`config.mk`:
```
export PLATFORM = sky130hd
export DESIGN_NAME = hnhlr_ctrl
export DESIGN_NICKNAME = d
export VERILOG_FILES = /design/src/hdl/hnhlr_pkg.sv /design/src/hdl/hnhlr_ctrl.sv
export SDC_FILE = /design/constraint.sdc
export NUM_CORES = 1
export LEC_CHECK = 0
export ABC_AREA = 1
export BUFFER_PORTS_ARGS = -buffer_cell sky130_fd_sc_hd__buf_2
export CELL_PAD_IN_SITES_DETAIL_PLACEMENT = 1
export CELL_PAD_IN_SITES_GLOBAL_PLACEMENT = 1
export CORE_MARGIN = 2
export CORE_UTILIZATION = 32
export DETAILED_ROUTE_END_ITERATION = 10
export GPL_TIMING_DRIVEN = 0
export PLACE_DENSITY = 0.75
export SLEW_MARGIN = 20
export SYNTH_ARGS = -nofsm -noshare
export SYNTH_HDL_FRONTEND = slang
export SYNTH_SLANG_ARGS = --single-unit
```
`constraint.sdc`:
```
create_clock -name i_clk -period 1.18 [get_ports i_clk]
set_input_delay 0.118 -clock i_clk [delete_from_list [all_inputs] [get_ports i_clk]]
set_output_delay 0.118 -clock i_clk [all_outputs]
set_load 0.05 [all_outputs]
```
`src/hdl/hnhlr_pkg.sv`:
```
// Shared types, constants and the reciprocal table of the hypercube next-hop router.
package hnhlr_pkg;

    localparam int MAX_DIAMETER = 4;
    localparam int MAX_RADIX    = 16;

    localparam int RANK_W      = 16;
    localparam int RADIX_W     = 5;
    localparam int COUNT_W     = 3;
    localparam int LOAD_W      = 32;
    localparam int POS_W       = $clog2(MAX_DIAMETER);
    localparam int PCNT_W      = POS_W + 1;
    localparam int DIG_W       = $clog2(MAX_RADIX);
    localparam int ADDR_W      = POS_W + DIG_W;
    localparam int CNT_DEPTH   = MAX_DIAMETER * MAX_RADIX;
    localparam int WEIGHT_W    = RANK_W + 1;
    localparam int RECIP_SHIFT = 20;
    localparam int RECIP_W     = RECIP_SHIFT;
    localparam int PROD_W      = RANK_W + RECIP_W;
    localparam int CFG_IDX_W   = 2;
    localparam int CFG_DATA_W  = RADIX_W;

    typedef enum logic [CFG_IDX_W-1:0] {
        CFG_RADIX  = 2'd0,
        CFG_COUNT  = 2'd1,
        CFG_ENABLE = 2'd2
    } t_cfg_idx;

    typedef struct packed {
        logic [RANK_W-1:0] current_rank;
        logic [RANK_W-1:0] destination_rank;
    } t_req;

    typedef struct packed {
        logic [RANK_W-1:0] next_rank;
        logic              fail;
    } t_rsp;

    // Controller to datapath
    typedef struct packed {
        logic load;
        logic mul;
        logic dig;
        logic check;
        logic scan;
        logic update;
        logic emit;
    } t_cmd;

    // Datapath to controller
    typedef struct packed {
        logic enable;
        logic last_digit;
        logic need_scan;
        logic scan_done;
        logic out_free;
    } t_sts;

    // floor(2^RECIP_SHIFT / radix); the quotient estimate is low by at most one
    function automatic logic [RECIP_W-1:0] recip(input logic [RADIX_W-1:0] radix);
        logic [RECIP_W-1:0] m;
        case (radix)
            5'd3:    m = 20'd349525;
            5'd4:    m = 20'd262144;
            5'd5:    m = 20'd209715;
            5'd6:    m = 20'd174762;
            5'd7:    m = 20'd149796;
            5'd8:    m = 20'd131072;
            5'd9:    m = 20'd116508;
            5'd10:   m = 20'd104857;
            5'd11:   m = 20'd95325;
            5'd12:   m = 20'd87381;
            5'd13:   m = 20'd80659;
            5'd14:   m = 20'd74898;
            5'd15:   m = 20'd69905;
            5'd16:   m = 20'd65536;
            default: m = 20'd524288;
        endcase
        return m;
    endfunction

endpackage

```
`src/hdl/hnhlr_ctrl.sv`:
```
// Sequencing state machine of the hypercube next-hop router.
module hnhlr_ctrl
    import hnhlr_pkg::*;
(
    input  logic i_clk,
    input  logic i_rst_n,
    input  logic i_in_valid,
    output logic o_in_ready,
    input  t_sts i_sts,
    output t_cmd o_cmd
);

    typedef enum logic [6:0] {
        S_IDLE   = 7'b0000001,
        S_MUL    = 7'b0000010,
        S_DIG    = 7'b0000100,
        S_CHECK  = 7'b0001000,
        S_SCAN   = 7'b0010000,
        S_UPDATE = 7'b0100000,
        S_RESULT = 7'b1000000
    } t_state;

    t_state r_state;
    t_state n_state;

    always_ff @(posedge i_clk) begin
        if (!i_rst_n) begin
            r_state <= S_IDLE;
        end else begin
            r_state <= n_state;
        end
    end

    always_comb begin
        n_state    = r_state;
        o_cmd      = '0;
        o_in_ready = (r_state == S_IDLE) && i_rst_n;
        unique case (r_state)
            S_IDLE: begin
                if (i_in_valid && o_in_ready) begin
                    o_cmd.load = 1'b1;
                    // disabled routing fails at once
                    n_state = i_sts.enable ? S_MUL : S_RESULT;
                end
            end
            S_MUL: begin
                o_cmd.mul = 1'b1;
                n_state   = S_DIG;
            end
            S_DIG: begin
                o_cmd.dig = 1'b1;
                n_state   = i_sts.last_digit ? S_CHECK : S_MUL;
            end
            S_CHECK: begin
                o_cmd.check = 1'b1;
                n_state     = i_sts.need_scan ? S_SCAN : S_RESULT;
            end
            S_SCAN: begin
                o_cmd.scan = 1'b1;
                if (i_sts.scan_done) begin
                    n_state = S_UPDATE;
                end
            end
            S_UPDATE: begin
                o_cmd.update = 1'b1;
                n_state      = S_RESULT;
            end
            S_RESULT: begin
                // hold until the output register is free
                if (i_sts.out_free) begin
                    o_cmd.emit = 1'b1;
                    n_state    = S_IDLE;
                end
            end
            default: begin
                n_state = S_IDLE;
            end
        endcase
    end

endmodule

```
==> results.cfg <==
[critical_path]
r2r_slack_ns = -0.20
start_kind = register
path_class = register to output pin
r2r_end = r_state[0]
crit_required_ns = 1.06
cp_max_fo = 4
endpoint = o_cmd[0]
critPathCaptureType = output pin
timing.rr.start = r_state[0]
r2r_cells = 10
crit_start = r_state[0]
arrival_ns = 1.31

[cells_and_area]
nFillCells = 172
multi_input_area_um2 = 452.9
antennaDiodeCount = 0
drive_gt1_frac = 0.7500
final_cell_mix = nor2_4, nor2_1
largest_registers = r_state (7)
syn_to_final_growth_pct = 90.31
final_cells = 128
final_common_cell = nor2_4
largest_reg_flops = 7
regArea_um2 = 161.4
layout.nets = 121
top_register = r_state

[clock_network]
clockRootBuffer = clkbuf_4
htree_num_levels = 1
ctsHoldBuffers = 0
clkLatencyLatePin_ns = 0.26
cts_tree = done
clock_tree.buffer_depth = 2
clk_pin_slew_worst_paths_ns = 0.07
numCtsBuffers = 3
cts_sinks = 7

[sta]
grt_setup_unrepaired = true
tightest_slew_ns = 0.3059
max_freq_mhz = 701.4
slew_viol_final = 0
skew_ns = 0.01222
layout_min_cycle_time_ns = 1.426
final_hold_viol_count = 0
finalCritPeriodShare = 1.208
finalSetupViolCount = 13
timing.final.ws_setup_ns = -0.2457
relSlewSlack = 0.7950

[power]
pwr-share-seq = 0.183
vdd_drop_max_uv = 1480
power_frac_comb = 0.699
p_sw_frac = 0.5152
power.internal_w = 0.0009770
power_switching_w = 0.001038
clkPwrFrac = 0.118
power.density_mw_per_mm2 = 2049
leakage_nw = 0.5164
power_w = 0.002015

[yosys]
muxShareOfSynthArea = 0
ys_async_sr_fraction = 0
yosysWarnings = 0
yosys.area_share.simple = 0.5545
synth_edf_count = 0
synthAdderAreaFrac = 0
avgSynthCellArea_um2 = 6.302
synth_ff_type = dfxtp_1
ys_ff_latch = 7
syn-num-nets = 90
synth_xor_xnor_area_share = 0
seq_area_frac_synth = 0.2712
synthCells = 82
synth_top_family_by_area = simple AND/OR/NAND/NOR gates
post_synth_num_cell_types = 16
syn-cell-area_um2 = 516.7
synth_compound_area_frac = 0.04358

[global_route]
grt_first_pass_wirelength_um = 2980
overflow = 0
grt_max_degree = 8
antenna_found_initial = 0
track_usage = 0.2196
first_global_vias = 652

[run_status]
status = finished, violations left
violations = setup timing

[die]
design.die.area_mm2 = 0.001952
die_x_um = 44.19
initial_core_util = 0.3430
core_mm2 = 0.001506
placementRows = 14
die_h_um = 44.19
io_pins = 16

[route]
wl_um = 2118
dr.pass1.iters = 2
avgRoutedWirePerCell_um = 16.55
ant_nets = 0
vias = 618
first_iter_violations = 5
vias_per_cell = 4.828
drc = 0

[place]
dp_hpwl_um = 1107
gp_congestion = 0.7276
dp.cells = 113
placement.io_buffers = 15

[run]
drv_cap = 0

[worst_hold_path]
hold_class = input pin to register
-- logic make-up after synthesis --
group / after synthesis
flops: 7
buf+inv: 18
simple gates: 54
compound gates: 3
-- cell type report --
| class | instances | area share |
|---|---|---|
| Timing Repair Buffer | 26 | 0.2468 |
| Inverter | 18 | 0.08142 |
| Sequential cell | 7 | 0.1641 |
| Multi-Input combinational cell | 57 | 0.4606 |
| Clock buffer | 4 | 0.02672 |
| Tap cell | 16 | 0.02036 |
-- metal layers --
layer / routed length [µm] / GRT usage
met5: 0 / 0
met4: 36 / 0.1273
met3: 52 / 0.04082
met2: 1128 / 0.3912
met1: 899 / 0.2406
-- how the worst min path moves through the flow --
| stage | start | end | slack [ns] | cells after the start |
|---|---|---|---|---|
| after global placement | i_rst_n | r_state[0] | 0.34 | 2 |
| final | i_rst_n | r_state[0] | 0.08 | 2 |
| after floorplan | i_rst_n | r_state[0] | 0.19 | 1 |
| after CTS | i_rst_n | r_state[0] | 0.08 | 2 |
| after detailed placement | i_rst_n | r_state[0] | 0.35 | 2 |
| after global routing | i_rst_n | r_state[0] | 0.08 | 2 |
-- Yosys cell counts, types with 2 or more instances --
library cell  number  share of area
dfxtp_1            7           0.27
inv_1             15           0.11
inv_2              3          0.022
nand2_1           16           0.12
nand2_2            5          0.061
nand3_1            4          0.039
nand3_2            2          0.039
nor2_1            14           0.10
nor2_2             4          0.048
nor2_4             4          0.087
nor3_1             3          0.029
-- worst max-delay path: stages, from the launching register on --
cell and delay, ns:
dfxtp_4 0.37, nor2_4 0.19, nand2_4 0.10, inv_6 0.09, nand2_4 0.05, nor2_4 0.09
buf_6 0.16
-- power by group through the flow --
stage / logic, W / clock network (W) / registers (W)
6_report: 0.00141 / 0.000237 / 0.000370
5_1_grt: 0.00149 / 0.000254 / 0.000375
4_1_cts: 0.00115 / 0.000239 / 0.000337
3_5_place_dp: 0.000865 / 0 / 0.000342
3_3_place_gp: 0.000849 / 0 / 0.000338
2_1_floorplan: 0.000720 / 0 / 0.000331
-- repair_timing --
item	in CTS	in global routing
pin swaps	7	15
endpoints found under the setup margin	12	14
resized for setup	40	31
endpoints found under the hold margin	0	0
gates cloned	0	0
buffers inserted	7	4
-- per-stage QoR --
| stage | hold slack [ns] | utilization | setup slack, ns | setup TNS (ns) | area, µm² |
|---|---|---|---|---|---|
| 2_1_floorplan | 0.1903 | - | -0.1192 | -0.5902 | 555.5 |
| 3_3_place_gp | 0.3441 | 0.4319 | -0.1163 | -0.2577 | 650.6 |
| 3_5_place_dp | 0.3463 | 0.4319 | -0.1467 | -0.4434 | 650.6 |
| 4_1_cts | 0.07607 | 0.5664 | -0.2307 | -2.059 | 853.3 |
| 5_1_grt | 0.08056 | 0.6528 | -0.3242 | -3.108 | 983.4 |
| 6_report | 0.08247 | 0.6528 | -0.2457 | -2.388 | 983.4 |
(Power assumes the default switching activity.)
